$ cat src/design/mtws_pkg.sv
package mtws_pkg;

  // Field widths of the request and response words
  localparam int ACT_W  = 2;
  localparam int TIME_W = 32;
  localparam int SLOT_W = 3;
  localparam int STAT_W = 2;

  // Action codes
  localparam logic [ACT_W-1:0] ACT_REGISTER = 2'd0;
  localparam logic [ACT_W-1:0] ACT_CHECKIN  = 2'd1;
  localparam logic [ACT_W-1:0] ACT_CHECK    = 2'd2;

  // Status codes
  localparam logic [STAT_W-1:0] ST_OK       = 2'd0;
  localparam logic [STAT_W-1:0] ST_REJECTED = 2'd1;
  localparam logic [STAT_W-1:0] ST_OVERDUE  = 2'd2;

  // Controller states
  typedef enum logic [2:0] {
    S_IDLE,
    S_DECODE,
    S_SEEK,
    S_SCAN,
    S_DRAIN,
    S_FINISH
  } state_t;

  // Commands from controller to datapath
  typedef struct packed {
    logic load;     // latch request word, clear scan index and flags
    logic step;     // advance scan index
    logic scan;     // issue a slot compare for the current index
    logic claim;    // claim slot at scan index
    logic checkin;  // stamp time on requested slot
    logic push;     // move result into the response register
  } cmd_t;

  // Status from datapath to controller
  typedef struct packed {
    logic [ACT_W-1:0] act;
    logic             free_here;   // slot at scan index is free
    logic             idx_last;    // scan index is the last slot
    logic             table_full;
    logic             slot_ok;     // check-in slot exists and is registered
    logic             out_free;    // response register can take a word
  } stat_t;

endpackage

$ cat src/design/mtws_req_if.sv
interface mtws_req_if;
  logic                           valid;
  logic                           ready;
  logic [mtws_pkg::ACT_W-1:0]     action;
  logic [mtws_pkg::TIME_W-1:0]    allow_ms;
  logic [mtws_pkg::SLOT_W-1:0]    task_slot;
  logic [mtws_pkg::TIME_W-1:0]    now_ms;

  modport source (output valid, action, allow_ms, task_slot, now_ms, input ready);
  modport sink   (input valid, action, allow_ms, task_slot, now_ms, output ready);
endinterface

$ cat src/design/mtws_rsp_if.sv
interface mtws_rsp_if;
  logic                           valid;
  logic                           ready;
  logic [mtws_pkg::STAT_W-1:0]    status;
  logic [mtws_pkg::SLOT_W-1:0]    assigned_slot;
  logic                           feed_pulse;

  modport source (output valid, status, assigned_slot, feed_pulse, input ready);
  modport sink   (input valid, status, assigned_slot, feed_pulse, output ready);
endinterface

$ cat src/design/mtws_ctrl.sv
module mtws_ctrl (
  input  logic              clk,
  input  logic              rst,
  input  logic              in_valid,
  output logic              in_ready,
  input  mtws_pkg::stat_t   stat,
  output mtws_pkg::cmd_t    cmd
);

  mtws_pkg::state_t state, state_next;

  // State register
  always_ff @(posedge clk) begin
    if (rst) begin
      state <= mtws_pkg::S_IDLE;
    end else begin
      state <= state_next;
    end
  end

  // Next state and commands
  always_comb begin
    state_next = state;
    cmd        = '0;
    in_ready   = 1'b0;
    case (state)
      mtws_pkg::S_IDLE: begin
        in_ready = 1'b1;
        if (in_valid) begin
          cmd.load   = 1'b1;
          state_next = mtws_pkg::S_DECODE;
        end
      end
      mtws_pkg::S_DECODE: begin
        case (stat.act)
          mtws_pkg::ACT_REGISTER: begin
            state_next = stat.table_full ? mtws_pkg::S_FINISH : mtws_pkg::S_SEEK;
          end
          mtws_pkg::ACT_CHECKIN: begin
            cmd.checkin = stat.slot_ok;
            state_next  = mtws_pkg::S_FINISH;
          end
          mtws_pkg::ACT_CHECK: begin
            state_next = mtws_pkg::S_SCAN;
          end
          default: begin
            state_next = mtws_pkg::S_FINISH;
          end
        endcase
      end
      // lowest free slot search; a free one exists since the table is not full
      mtws_pkg::S_SEEK: begin
        if (stat.free_here) begin
          cmd.claim  = 1'b1;
          state_next = mtws_pkg::S_FINISH;
        end else begin
          cmd.step = 1'b1;
        end
      end
      mtws_pkg::S_SCAN: begin
        cmd.scan = 1'b1;
        cmd.step = 1'b1;
        if (stat.idx_last) begin
          state_next = mtws_pkg::S_DRAIN;
        end
      end
      // last compare lands this cycle
      mtws_pkg::S_DRAIN: begin
        state_next = mtws_pkg::S_FINISH;
      end
      mtws_pkg::S_FINISH: begin
        if (stat.out_free) begin
          cmd.push   = 1'b1;
          state_next = mtws_pkg::S_IDLE;
        end
      end
      default: begin
        state_next = mtws_pkg::S_IDLE;
      end
    endcase
  end

endmodule

$ cat src/design/mtws_datapath.sv
module mtws_datapath #(
  parameter int MAX_TASKS = 8
) (
  input  logic                          clk,
  input  logic                          rst,
  input  logic [mtws_pkg::ACT_W-1:0]    in_action,
  input  logic [mtws_pkg::TIME_W-1:0]   in_allow_ms,
  input  logic [mtws_pkg::SLOT_W-1:0]   in_task_slot,
  input  logic [mtws_pkg::TIME_W-1:0]   in_now_ms,
  input  mtws_pkg::cmd_t                cmd,
  output mtws_pkg::stat_t               stat,
  output logic                          out_valid,
  input  logic                          out_ready,
  output logic [mtws_pkg::STAT_W-1:0]   out_status,
  output logic [mtws_pkg::SLOT_W-1:0]   out_assigned_slot,
  output logic                          out_feed_pulse
);

  localparam int IDX_W = (MAX_TASKS > 1) ? $clog2(MAX_TASKS) : 1;
  localparam int CNT_W = $clog2(MAX_TASKS + 1);

  // Latched request word
  logic [mtws_pkg::ACT_W-1:0]  act_q;
  logic [mtws_pkg::TIME_W-1:0] tmo_q;
  logic [mtws_pkg::SLOT_W-1:0] slot_q;
  logic [mtws_pkg::TIME_W-1:0] now_q;

  // Slot table: flags in flops, timeouts and stamps in memories
  logic [MAX_TASKS-1:0]        used;
  logic [CNT_W-1:0]            count;
  logic [mtws_pkg::TIME_W-1:0] mem_tmo  [MAX_TASKS];
  logic [mtws_pkg::TIME_W-1:0] mem_seen [MAX_TASKS];
  logic [mtws_pkg::TIME_W-1:0] rd_tmo;
  logic [mtws_pkg::TIME_W-1:0] rd_seen;

  logic [IDX_W-1:0]            idx;
  logic [IDX_W-1:0]            slot_idx;
  logic                        slot_in_range;
  logic                        pipe_vld;
  logic                        overdue;
  logic [mtws_pkg::TIME_W-1:0] elapsed;

  // Pending result for register and check-in
  logic [mtws_pkg::STAT_W-1:0] rs_status;
  logic [mtws_pkg::SLOT_W-1:0] rs_slot;

  assign slot_in_range = {{(32-mtws_pkg::SLOT_W){1'b0}}, slot_q} < MAX_TASKS;
  assign slot_idx      = IDX_W'(slot_q);
  assign elapsed       = now_q - rd_seen;

  assign stat.act        = act_q;
  assign stat.free_here  = ~used[idx];
  assign stat.idx_last   = (idx == IDX_W'(MAX_TASKS - 1));
  assign stat.table_full = (count == CNT_W'(MAX_TASKS));
  assign stat.slot_ok    = slot_in_range && used[slot_idx];
  assign stat.out_free   = ~out_valid || out_ready;

  // Request latch
  always_ff @(posedge clk) begin
    if (cmd.load) begin
      act_q  <= in_action;
      tmo_q  <= in_allow_ms;
      slot_q <= in_task_slot;
      now_q  <= in_now_ms;
    end
  end

  // Scan index
  always_ff @(posedge clk) begin
    if (cmd.load) begin
      idx <= '0;
    end else if (cmd.step) begin
      idx <= idx + 1'b1;
    end
  end

  // Registered flags and count
  always_ff @(posedge clk) begin
    if (rst) begin
      used  <= '0;
      count <= '0;
    end else if (cmd.claim) begin
      used[idx] <= 1'b1;
      count     <= count + 1'b1;
    end
  end

  // Timeout memory
  always_ff @(posedge clk) begin
    if (cmd.claim) begin
      mem_tmo[idx] <= tmo_q;
    end
    rd_tmo <= mem_tmo[idx];
  end

  // Check-in stamp memory: zeroed on claim, stamped on check-in
  always_ff @(posedge clk) begin
    if (cmd.claim) begin
      mem_seen[idx] <= '0;
    end else if (cmd.checkin) begin
      mem_seen[slot_idx] <= now_q;
    end
    rd_seen <= mem_seen[idx];
  end

  // Overdue compare, one slot per cycle, in the cycle after its read address
  always_ff @(posedge clk) begin
    if (rst) begin
      pipe_vld <= 1'b0;
    end else begin
      pipe_vld <= cmd.scan && used[idx];
    end
  end

  always_ff @(posedge clk) begin
    if (cmd.load) begin
      overdue <= 1'b0;
    end else if (pipe_vld && (elapsed > rd_tmo)) begin
      overdue <= 1'b1;
    end
  end

  // Pending result
  always_ff @(posedge clk) begin
    if (cmd.load) begin
      rs_status <= mtws_pkg::ST_REJECTED;
      rs_slot   <= '0;
    end else if (cmd.claim) begin
      rs_status <= mtws_pkg::ST_OK;
      rs_slot   <= mtws_pkg::SLOT_W'(idx);
    end else if (cmd.checkin) begin
      rs_status <= mtws_pkg::ST_OK;
    end
  end

  // Response register
  always_ff @(posedge clk) begin
    if (rst) begin
      out_valid <= 1'b0;
    end else if (cmd.push) begin
      out_valid <= 1'b1;
    end else if (out_ready) begin
      out_valid <= 1'b0;
    end
  end

  always_ff @(posedge clk) begin
    if (cmd.push) begin
      if (act_q == mtws_pkg::ACT_CHECK) begin
        out_status     <= overdue ? mtws_pkg::ST_OVERDUE : mtws_pkg::ST_OK;
        out_feed_pulse <= ~overdue;
      end else begin
        out_status     <= rs_status;
        out_feed_pulse <= 1'b0;
      end
      out_assigned_slot <= rs_slot;
    end
  end

endmodule

$ cat src/design/multi_task_watchdog_supervisor_unit.sv
// Channel  Dir  Fields                                      Accept
// req      in   action, allow_ms, task_slot, now_ms         req.valid && req.ready
// rsp      out  status, assigned_slot, feed_pulse           rsp.valid && rsp.ready
//
// One word at a time. Register searches for the lowest free slot, one slot per
// cycle, and is rejected without a search when the table is full; check-in
// needs no search; check runs a one-slot-per-cycle scan over all of the table
// memories (one read port each, registered read data).
// Synchronous reset clears the slot flags and count; no clearing pass is needed.
// The result sits in an output register: a stalled rsp holds only the word
// after it, which waits in the finish state; req.ready is high only when idle.
module multi_task_watchdog_supervisor_unit #(
  parameter int MAX_TASKS = 8
) (
  input  logic         clk,
  input  logic         rst,
  mtws_req_if.sink     req,
  mtws_rsp_if.source   rsp
);

  mtws_pkg::cmd_t  cmd;
  mtws_pkg::stat_t stat;

  mtws_ctrl u_ctrl (
    .clk      (clk),
    .rst      (rst),
    .in_valid (req.valid),
    .in_ready (req.ready),
    .stat     (stat),
    .cmd      (cmd)
  );

  mtws_datapath #(
    .MAX_TASKS (MAX_TASKS)
  ) u_datapath (
    .clk               (clk),
    .rst               (rst),
    .in_action         (req.action),
    .in_allow_ms       (req.allow_ms),
    .in_task_slot      (req.task_slot),
    .in_now_ms         (req.now_ms),
    .cmd               (cmd),
    .stat              (stat),
    .out_valid         (rsp.valid),
    .out_ready         (rsp.ready),
    .out_status        (rsp.status),
    .out_assigned_slot (rsp.assigned_slot),
    .out_feed_pulse    (rsp.feed_pulse)
  );

endmodule
$ cat src/flat_wrapper.sv
// flat-port wrapper written by rule: the top's interface ports become plain ports
module multi_task_watchdog_supervisor_unit_flat 
#(
  parameter int MAX_TASKS = 8
)
  (clk, rst, req_valid, req_action, req_allow_ms, req_task_slot, req_now_ms, req_ready, rsp_valid, rsp_status, rsp_assigned_slot, rsp_feed_pulse, rsp_ready);
  mtws_req_if req_i ();
  mtws_rsp_if rsp_i ();
  input  logic clk;
  input  logic rst;
  input wire logic [$bits(req_i.valid)-1:0] req_valid;
  input wire logic [$bits(req_i.action)-1:0] req_action;
  input wire logic [$bits(req_i.allow_ms)-1:0] req_allow_ms;
  input wire logic [$bits(req_i.task_slot)-1:0] req_task_slot;
  input wire logic [$bits(req_i.now_ms)-1:0] req_now_ms;
  output wire logic [$bits(req_i.ready)-1:0] req_ready;
  output wire logic [$bits(rsp_i.valid)-1:0] rsp_valid;
  output wire logic [$bits(rsp_i.status)-1:0] rsp_status;
  output wire logic [$bits(rsp_i.assigned_slot)-1:0] rsp_assigned_slot;
  output wire logic [$bits(rsp_i.feed_pulse)-1:0] rsp_feed_pulse;
  input wire logic [$bits(rsp_i.ready)-1:0] rsp_ready;
  assign req_i.valid = req_valid;
  assign req_i.action = req_action;
  assign req_i.allow_ms = req_allow_ms;
  assign req_i.task_slot = req_task_slot;
  assign req_i.now_ms = req_now_ms;
  assign req_ready = req_i.ready;
  assign rsp_valid = rsp_i.valid;
  assign rsp_status = rsp_i.status;
  assign rsp_assigned_slot = rsp_i.assigned_slot;
  assign rsp_feed_pulse = rsp_i.feed_pulse;
  assign rsp_i.ready = rsp_ready;
  multi_task_watchdog_supervisor_unit #(.MAX_TASKS(MAX_TASKS)) u_core (.clk(clk), .rst(rst), .req(req_i), .rsp(rsp_i));
endmodule
$ cat config.mk
export PLATFORM = sky130hd
export DESIGN_NAME = multi_task_watchdog_supervisor_unit_flat
export DESIGN_NICKNAME = d
export VERILOG_FILES = /design/src/design/mtws_pkg.sv /design/src/design/mtws_req_if.sv /design/src/design/mtws_rsp_if.sv /design/src/design/mtws_ctrl.sv /design/src/design/mtws_datapath.sv /design/src/design/multi_task_watchdog_supervisor_unit.sv /design/src/flat_wrapper.sv
export SDC_FILE = /design/constraint.sdc
export NUM_CORES = 1
export LEC_CHECK = 0
export BUFFER_PORTS_ARGS = -buffer_cell sky130_fd_sc_hd__buf_2
export CAP_MARGIN = 20
export CORE_MARGIN = 2
export CORE_UTILIZATION = 44
export CTS_CLUSTER_DIAMETER = 100
export DETAILED_ROUTE_END_ITERATION = 6
export GPL_ROUTABILITY_DRIVEN = 0
export MAX_ROUTING_LAYER = met4
export PLACE_DENSITY = 0.7
export SYNTH_ARGS = -nofsm -noshare
export SYNTH_HDL_FRONTEND = slang
export SYNTH_SLANG_ARGS = --single-unit
$ cat constraint.sdc
create_clock -name clk -period 15 [get_ports clk]
set_clock_uncertainty 0.1 [all_clocks]
set_input_delay 0.75 -clock clk [delete_from_list [all_inputs] [get_ports clk]]
set_output_delay 0.75 -clock clk [all_outputs]
set_load 0.02 [all_outputs]
==> reports/qor.csv, run 1 <==
stage,metric,value,unit
route,drt.antenna.violating_nets,0,
synthesis,synthXorXnorAreaFrac,0.0109,
clocking,htreeDepth,3,
pwr,irDropWorstVdd,0.0915,mV
synthesis,yosysSeqAreaShare,0.709,
global_routing,gr-usage-all-layers,0.196,
global_routing,antenna_found_initial,1,
critical_path,cp-start-kind,flop,
route,via_count,15600,
sta,fin_crit_sh,0.314,
synthesis,synth_cells,1888,
sta,max_clock_freq,0.212,GHz
clocking,cts.sinks,676,
sta,min_period,4.71,ns
cells_and_area,nNetsFinal,2124,
die,die-area,64200,sq um
sta,grt_setup_unrepaired,no,
route,drc,0,
die,core-area,61600,sq um
sta,layout_setup_ws,10.29,ns
global_routing,grt_max_degree,78,
synthesis,avgSynthCellArea,14.5,sq um
synthesis,yosysWarnings,0,
cells_and_area,postLayoutCoreUtil,0.507,
synthesis,yosys.area_share.simple,0.0544,
sta,slew_headroom,0.258,
clocking,postCtsSetupRepairBufs,0,
global_routing,first_global_vias,15900,
pwr,pwr-share-seq,0.461,
synthesis,netlist_area,27400,sq um
synthesis,ys_types,66,
route,drt-wirelength-per-cell,21.1,um
synthesis,yosys_most_used_dff,edfxtp_1,
die,start_util,0.444,
clocking,cts.repair.resized,0,
sta,hold_viol,0,
pwr,power.static_leakage,10.6,nW
critical_path,cp.arrival,4.86,ns
route,drt_iter0_markers,1257,
global_routing,grt_pass1_wl,92200,um
clocking,cts_tree,done,
critical_path,crit_fanout,63,
clocking,ctsHoldBuffers,0,
synthesis,synth_compound_area_frac,0.0931,
sta,worst_pin_slew,1.11,ns
synthesis,synth_top_family_by_area,compound AO/OA/AOI/OAI gates,
clocking,clock_path_buffers,3,
route,totalWireLength,60700,um
worst_hold_path,holdCritPathClass,in2reg,
pwr,intPower,3.54,mW
sta,final_max_slew_viol_count,0,
placement,pre_cts_slack,10.25,ns
critical_path,critical_path_required,15.14,ns
clocking,clock_latency,0.62,ns
critical_path,critPathKind,reg2reg,
pwr,power_frac_comb,0.161,
placement,place_inst,2747,
synthesis,async_reset_ff_frac,0,
route,dr.pass1.iters,7,
cells_and_area,syn_to_final_growth,14.2,%
critical_path,crit_path_end_kind,flop,
sta,finalSetupTns,0,ns
die,die_w,253,um
synthesis,synth-edff-count,587,
pwr,p_clk_frac,0.378,
clocking,clk_pin_slew,0.07,ns
pwr,powerDensity,153,nW/um^2
job,maxCapViolations,0,
die,ios,81,
synthesis,ys_ff_latch,676,
synthesis,synth_nets,2029,
status,status,completed,
route,avgViaCountPerCell,5.43,
die,row_count,91,
synthesis,synthMuxAreaShare,0.0752,
cells_and_area,stdcell_count,2878,
placement,hpwl,34900,um
clocking,cts_buffers,69,
die,die_h,253,um
cells_and_area,fill_cells,5034,
sta,finalSetupViolCount,0,
cells_and_area,drive_above_1_share,0.127,
pwr,power_switching,1.25,mW
pwr,p_sw_frac,0.261,
placement,portBuffers,80,
global_routing,overflow,0,
clocking,cts-root-buf,clkbuf_16,
synthesis,synthAdderAreaFrac,0.0314,
-- sequential cells by signal (all words and copies together), names as in the netlist --
register                             flops
u_core.u_datapath.slot_idx               3
u_core.u_datapath.out_feed_pulse         1
u_core.u_datapath.rd_seen               32
u_core.u_datapath.idx                    3
u_core.u_datapath.tmo_q                 32
u_core.u_datapath.rs_status              1
u_core.u_ctrl.state                      3
u_core.u_datapath.mem_seen             256
u_core.u_datapath.overdue                1
u_core.u_datapath.pipe_vld               1
u_core.u_datapath.act_q                  2
u_core.u_datapath.out_assigned_slot      3
u_core.u_datapath.out_status             2
u_core.u_datapath.mem_tmo              256
u_core.u_datapath.used                   8
u_core.u_datapath.now_q                 32
u_core.u_datapath.rd_tmo                32
u_core.u_datapath.rs_slot                3
u_core.u_datapath.out_valid              1
u_core.u_datapath.count                  4
-- critical path, cell delays in order, from the launching register on --
cell	delay [ns]
dfxtp_4	0.68
buf_4	0.69
buf_4	0.86
nand2_2	0.12
buf_4	0.45
nor3_4	0.26
buf_4	0.49
a41o_1	0.16
buf_4	0.48
-- cells in the final DEF, fill, tap and decap left out, drive strengths merged, types with 8 or more instances in the layout --
master    count
clkbuf       87
dfxtp        89
edfxtp      587
o22a         54
xor2         11
inv          95
nand2b       10
buf         111
xnor2        23
nor2b         9
a21oi       187
o21ai        94
nor2        167
nand2        52
bufinv       10
ha           67
clkinvlp      8
nand3        13
nand4        11
o21bai        8
and2         35
mux2i       192
clkinv       19
a21o         19
-- cells by family (layout without fill, tap and decap cells) --
group | after synthesis | after routing
AOI/OAI and AO/OA | 414 | 414
xor gates and xnor gates | 34 | 34
adders and majority gates | 68 | 68
buffers and inverters | 178 | 330
DFF | 676 | 676
muxes | 198 | 198
other | 0 | 1
and+or+nand+nor | 320 | 320
-- worst paths after layout --
path / startpoint / end / slack (ns) / cells after the start
min: req_now_ms[3] / u_core.u_datapath.now_q[3] / 0.21 / 1
max reg2reg: u_core.u_datapath.idx[1] / u_core.u_datapath.mem_seen[6][8] / 10.29 / 8
min reg2reg: u_core.u_datapath.rs_slot[1] / u_core.u_datapath.out_assigned_slot[1] / 0.34 / 0
max: u_core.u_datapath.idx[1] / u_core.u_datapath.mem_seen[6][8] / 10.29 / 8
-- cells in the mapped netlist (2+ instances only) --
cell | number | area, sq um
mux4_2 | 6 | 135
o21a_1 | 7 | 52.6
nor3_1 | 5 | 25.0
o22ai_1 | 2 | 12.5
xor2_1 | 11 | 96.3
nand2b_1 | 10 | 62.6
o22a_1 | 54 | 473
nand2_1 | 52 | 195
a31o_2 | 2 | 17.5
and2_1 | 35 | 219
and3_1 | 3 | 18.8
mux2i_1 | 192 | 1920
buf_2 | 17 | 85.1
a41oi_1 | 2 | 17.5
inv_1 | 90 | 338
nor2b_1 | 9 | 56.3
buf_1 | 10 | 37.5
a311oi_1 | 2 | 17.5
xnor2_1 | 23 | 201
o21ai_0 | 92 | 460
a31oi_1 | 2 | 12.5
nor3_2 | 2 | 20.0
ha_1 | 67 | 838
a221oi_1 | 3 | 26.3
a41o_1 | 3 | 30.0
dfxtp_1 | 89 | 1780
buf_6 | 2 | 22.5
nor2_1 | 166 | 623
o31ai_1 | 4 | 30.0
clkbuf_1 | 58 | 218
a22oi_1 | 2 | 15.0
a21o_1 | 19 | 143
nand4_1 | 11 | 68.8
nand3_1 | 12 | 60.1
a211oi_1 | 4 | 30.0
o211ai_1 | 5 | 37.5
nor4_1 | 5 | 31.3
o21bai_1 | 8 | 60.1
a21boi_0 | 2 | 15.0
a21oi_1 | 187 | 936
o31a_1 | 2 | 17.5
edfxtp_1 | 587 | 17600
-- power by group through the flow --
stage / Sequential, mW / Combinational (mW) / Clock, mW
6_report: 2.21 / 0.770 / 1.81
5_1_grt: 2.21 / 0.859 / 1.91
3_5_place_dp: 2.24 / 0.760 / 0
4_1_cts: 2.21 / 0.767 / 1.84
3_3_place_gp: 2.24 / 0.739 / 0
2_1_floorplan: 2.21 / 0.576 / 0
-- through the flow --
step                      total power [mW]  area (sq um)  hold WS, ns
after floorplan                       2.78         27400        0.308
after global placement                2.98         28800        0.343
after detailed placement              3.00         28800        0.324
after CTS                             4.81         31200        0.173
after global routing                  4.99         31300        0.183
final                                 4.79         31300        0.207
-- final cells by class --
type | instances | area (sq um) | share of cell area
flip-flops and latches | 676 | 19400 | 0.621
repair buffers | 111 | 657 | 0.0210
clock buffers | 87 | 1900 | 0.0607
clock inverters | 41 | 542 | 0.0173
well taps | 837 | 1050 | 0.0335
diodes | 1 | 2.50 | 0.0000801
inverters | 91 | 342 | 0.0109
multi-input cells | 1034 | 7350 | 0.235
-- layer usage --
metal | up-vias | track usage | routed length [um]
li1 | 7259 | - | -
met1 | 7760 | 0.247 | 25900
met2 | 490 | 0.326 | 30100
met3 | 117 | 0.0325 | 3120
met4 | 0 | 0.0632 | 1590
met5 | - | - | 0
No activity file was read; power rests on OpenSTA's default activity.
==> run 2, diff against run 1 <==
- PLACE_DENSITY: 0.7 -> 0.72
- clock period: 15 -> 4 ns (I/O delays scaled with it)
==> reports/qor.csv, run 2 (synthesis results as in run 1) <==
stage,metric,value,unit
status,status,completed,
route,drt.antenna.violating_nets,0,
clocking,cts-root-buf,clkbuf_16,
route,drc,0,
cells_and_area,final_cell_area,32000,sq um
clocking,clock_path_buffers,3,
sta,slew_headroom,0.318,
critical_path,critPathKind,reg2reg,
pwr,power.static_leakage,10.9,nW
die,die-area,64200,sq um
sta,worst_pin_slew,1.02,ns
global_routing,grt_max_degree,124,
clocking,clock_latency,0.62,ns
clocking,cts_tree,done,
route,drt-wirelength-per-cell,21.0,um
sta,finalSetupViolCount,0,
critical_path,cp_num_buf_inv,2,
global_routing,grt_pass1_wl,94300,um
die,ios,81,
die,core-area,61600,sq um
sta,grt_setup_unrepaired,yes,
sta,layout_setup_ws,0.182,ns
sta,final_max_slew_viol_count,0,
pwr,irDropWorstVdd,0.319,mV
clocking,cts.sinks,676,
global_routing,antenna_found_initial,2,
die,row_count,91,
critical_path,crit_fanout,4,
route,totalWireLength,62000,um
sta,fin_crit_sh,0.954,
global_routing,gr-usage-all-layers,0.201,
placement,place_area,29000,sq um
route,drt_iter0_markers,1227,
clocking,cts_buffers,68,
critical_path,cpMaxStageDelayCell,a221o_1,
cells_and_area,nNetsFinal,2206,
critical_path,cp-start-kind,flop,
route,avgViaCountPerCell,5.40,
cells_and_area,drive_above_1_share,0.128,
sta,min_period,3.82,ns
sta,hold_ws,0.191,ns
critical_path,cp.arrival,4.21,ns
critical_path,cp_top_family,compound AO/OA/AOI/OAI gates,
route,dr.pass1.iters,5,
critical_path,crit_chain,inv_2 > ha_2 > inv_1 > fa_2 > a21o_1 > a221o_1 > a22oi_2 > o31a_1 > a22o_1 > o31ai_1 > xnor2_1 > ha_1 > a21o_1 > a21oi_1 > o211ai_1 > a221oi_1 > a211oi_1,
worst_hold_path,holdCritPathClass,in2reg,
cells_and_area,syn_to_final_growth,17.1,%
cells_and_area,final_common_cell,edfxtp_1,
critical_path,cpPeakStageDelay,0.39,ns
global_routing,first_global_vias,16300,
clocking,clk_pin_slew,0.06,ns
die,die_h,253,um
route,via_count,16000,
critical_path,critical_path_required,4.39,ns
sta,max_clock_freq,0.262,GHz
pwr,powerDensity,551,nW/um^2
cells_and_area,mostFrequentLayoutCells,"edfxtp_1 (587), mux2i_1 (192), a21oi_1 (181), nor2_1 (166), inv_1 (89)",
placement,portBuffers,80,
die,start_util,0.444,
global_routing,overflow,0,
placement,hpwl,35200,um
clocking,htreeDepth,3,
sta,hold_viol,0,
pwr,power,17.6,mW
critical_path,crit_path_end_kind,flop,
critical_path,crit_top_cell,a21o_1,
placement,pre_cts_slack,0.0409,ns
job,maxCapViolations,0,
die,die_w,253,um
cells_and_area,largest_registers,"u_core.u_datapath.mem_seen (256), u_core.u_datapath.mem_tmo (256)",
run 2: changes by cell type in the layout (fill, tap and decap cells not counted), sizes merged, moves of 2 or more:
cell         delta
buf            +10
bufinv          -5
clkbuf          +4
clkinv          +2
clkinvlp        -5
dlygate4sd3    +73
run 2: worst paths after layout:
check,start,endpoint,slack [ns],cells past startpoint
hold / removal,req_task_slot[1],u_core.u_datapath.slot_idx[1],0.19,2
setup / recovery,u_core.u_datapath.now_q[0],u_core.u_datapath.overdue,0.18,17
setup reg to reg,u_core.u_datapath.now_q[0],u_core.u_datapath.overdue,0.18,17
hold reg to reg,u_core.u_datapath.rs_slot[0],u_core.u_datapath.out_assigned_slot[0],0.36,0
run 2: metal layers:
layer / GRT usage / wire [um]
met5: - / 0
met4: 0.0747 / 2000
met3: 0.0378 / 3800
met2: 0.328 / 30600
met1: 0.250 / 25600
run 2: timing repair:
action | 4_1_cts | 5_1_grt
gates resized for setup | 0 | 13
endpoints found under the hold margin | 85 | 0
endpoints found under the setup margin | 0 | 1
hold buffers | 73 | 0
buffers inserted | 0 | 2
run 2: stage by stage:
step	cells	util	TNS, ns
CTS	2954	0.519	0
global route	2958	0.520	-0.0246
global placement	2757	0.471	0
finish	2958	0.520	0
detailed placement	2757	0.471	0
floorplan	1888	-	-4.89
run 2: report_power, final:
group / leakage, nW / switching [mW] / total [mW] / internal, mW
sequential: 6.00 / 0.221 / 8.23 / 8.01
combinational: 3.85 / 1.77 / 3.07 / 1.30
clock: 1.10 / 2.63 / 6.34 / 3.72
run 2: final cells by class:
class	count	area (sq um)
Clock buffer	91	1920
Fill cell	5014	29600
Antenna cell	2	5.00
Tap cell	837	1050
Inverter	91	342
Multi-Input combinational cell	1034	7390
Sequential cell	676	19400
Timing Repair Buffer	194	1590
Clock inverter	33	334
==> run 3, diff against run 2 <==
- PLACE_DENSITY: 0.72 -> 0.7
- clock period: 4 -> 4.4 ns (I/O delays scaled with it)
==> reports/qor.csv, run 3 (synthesis results as in run 1) <==
stage,metric,value,unit
route,drc,0,
sta,finalSetupTns,0,ns
critical_path,cp_num_buf_inv,2,
status,status,completed,
global_routing,overflow,0,
die,die_w,253,um
critical_path,crit_path_end_kind,flop,
pwr,power,16.1,mW
clocking,cts_tree,done,
sta,finalSetupViolCount,0,
die,ios,81,
cells_and_area,largest_registers,"u_core.u_datapath.mem_seen (256), u_core.u_datapath.mem_tmo (256)",
route,via_count,16000,
clocking,htreeDepth,3,
sta,hold_ws,0.189,ns
route,drt_iter0_markers,1254,
sta,final_max_slew_viol_count,0,
pwr,powerDensity,505,nW/um^2
cells_and_area,syn_to_final_growth,16.6,%
die,start_util,0.444,
die,core-area,61600,sq um
critical_path,cp.arrival,4.51,ns
route,dr_wl_met3,3250,um
route,routed-wl-met2,30600,um
critical_path,crit_fanout,4,
job,maxCapViolations,0,
clocking,clock_path_buffers,3,
critical_path,cp-start-kind,flop,
critical_path,cpMaxStageDelayCell,nor4_1,
route,dr.pass1.iters,5,
global_routing,antenna_found_initial,1,
clocking,clk_pin_slew,0.06,ns
cells_and_area,drive_above_1_share,0.119,
placement,portBuffers,80,
pwr,irDropWorstVdd,0.388,mV
cells_and_area,stdcell_count,2957,
worst_hold_path,holdCritPathClass,in2reg,
global_routing,grt_pass1_wl,94900,um
clocking,clock_latency,0.62,ns
route,drt.antenna.violating_nets,0,
sta,grt_setup_unrepaired,no,
critical_path,cp_top_family,compound AO/OA/AOI/OAI gates,
route,totalWireLength,63000,um
route,avgViaCountPerCell,5.41,
cells_and_area,mostFrequentLayoutCells,"edfxtp_1 (587), mux2i_1 (192), a21oi_1 (182), nor2_1 (166), o21ai_0 (92)",
critical_path,critical_path_required,4.83,ns
die,row_count,91,
sta,worst_pin_slew,1.06,ns
pwr,power.static_leakage,10.9,nW
cells_and_area,fill_cells,5059,
sta,min_period,4.08,ns
sta,slew_headroom,0.295,
critical_path,cpPeakStageDelay,0.45,ns
clocking,cts_buffers,71,
cells_and_area,final_common_cell,edfxtp_1,
route,drt-wirelength-per-cell,21.3,um
placement,hpwl,35600,um
placement,place_inst,2751,
route,met1_length,27300,um
cells_and_area,postLayoutCoreUtil,0.518,
clocking,cts.sinks,676,
sta,max_clock_freq,0.245,GHz
critical_path,critPathKind,reg2reg,
clocking,cts-root-buf,clkbuf_16,
global_routing,gr-usage-all-layers,0.203,
global_routing,grt_max_degree,116,
die,die_h,253,um
critical_path,crit_chain,inv_1 > ha_1 > inv_1 > fa_1 > a21o_1 > a221o_1 > a22oi_2 > o31a_1 > a22o_1 > o41ai_2 > xor2_1 > ha_1 > nand4_1 > nor4_1 > a221oi_1 > a211oi_1,
sta,hold_viol,0,
sta,fin_crit_sh,0.927,
cells_and_area,nNetsFinal,2202,
die,die-area,64200,sq um
route,top_layer,met4,
clocking,cts.repair.resized,0,
global_routing,first_global_vias,16200,
-- run 3: stage by stage --
| stage | setup slack, ns | cell area, sq um |
|---|---|---|
| floorplan | 0.101 | 27400 |
| global placement | 0.426 | 28800 |
| finish | 0.320 | 31900 |
| CTS | 0.298 | 31900 |
| detailed placement | 0.321 | 28800 |
| global route | 0.0330 | 31900 |
-- run 3: timing repair --
| action | CTS | global route |
|---|---|---|
| hold buffers | 73 | 0 |
| setup buffers | 0 | 0 |
| endpoints found under the hold margin | 85 | 0 |
-- run 3: metal layers --
metal	up-vias	track usage
met1	7978	0.259
met4	0	0.0712
met2	474	0.327
met5	-	-
li1	7424	-
met3	112	0.0355
-- run 3: worst register-to-register path: cells and delay by family, from the launching register on --
| family | cells | cell delay [ns] |
|---|---|---|
| XOR/XNOR | 1 | 0.16 |
| buffers and inverters | 2 | 0.15 |
| adder cells (fa/ha/maj) | 3 | 0.89 |
| AND/OR/NAND/NOR | 2 | 0.59 |
| flip-flops | 1 | 0.37 |
| AO/OA/AOI/OAI | 8 | 1.72 |
-- run 3: final timing paths --
kind	cells past startpoint	slack, ns	endpoint	from
setup / recovery	16	0.32	u_core.u_datapath.overdue	u_core.u_datapath.now_q[0]
hold / removal	2	0.19	u_core.u_datapath.tmo_q[13]	req_allow_ms[13]
setup reg to reg	16	0.32	u_core.u_datapath.overdue	u_core.u_datapath.now_q[0]
hold reg to reg	0	0.34	u_core.u_datapath.out_assigned_slot[0]	u_core.u_datapath.rs_slot[0]
-- run 3: layout make-up --
cell class / instances / area [sq um] / area share
clock inverter: 37 / 368 / 0.0115
sequential: 676 / 19400 / 0.609
clock buffer: 94 / 1930 / 0.0606
multi-input combinational: 1034 / 7350 / 0.230
timing repair buffer: 187 / 1440 / 0.0453
tap: 837 / 1050 / 0.0328
inverter: 91 / 342 / 0.0107
antenna: 1 / 2.50 / 0.0000784
-- run 3: report_power, final --
| group | total (mW) | switching (mW) | internal, mW |
|---|---|---|---|
| Clock | 5.89 | 2.47 | 3.42 |
| Sequential | 7.51 | 0.223 | 7.28 |
| Combinational | 2.70 | 1.56 | 1.15 |
| Total | 16.1 | 4.25 | 11.9 |
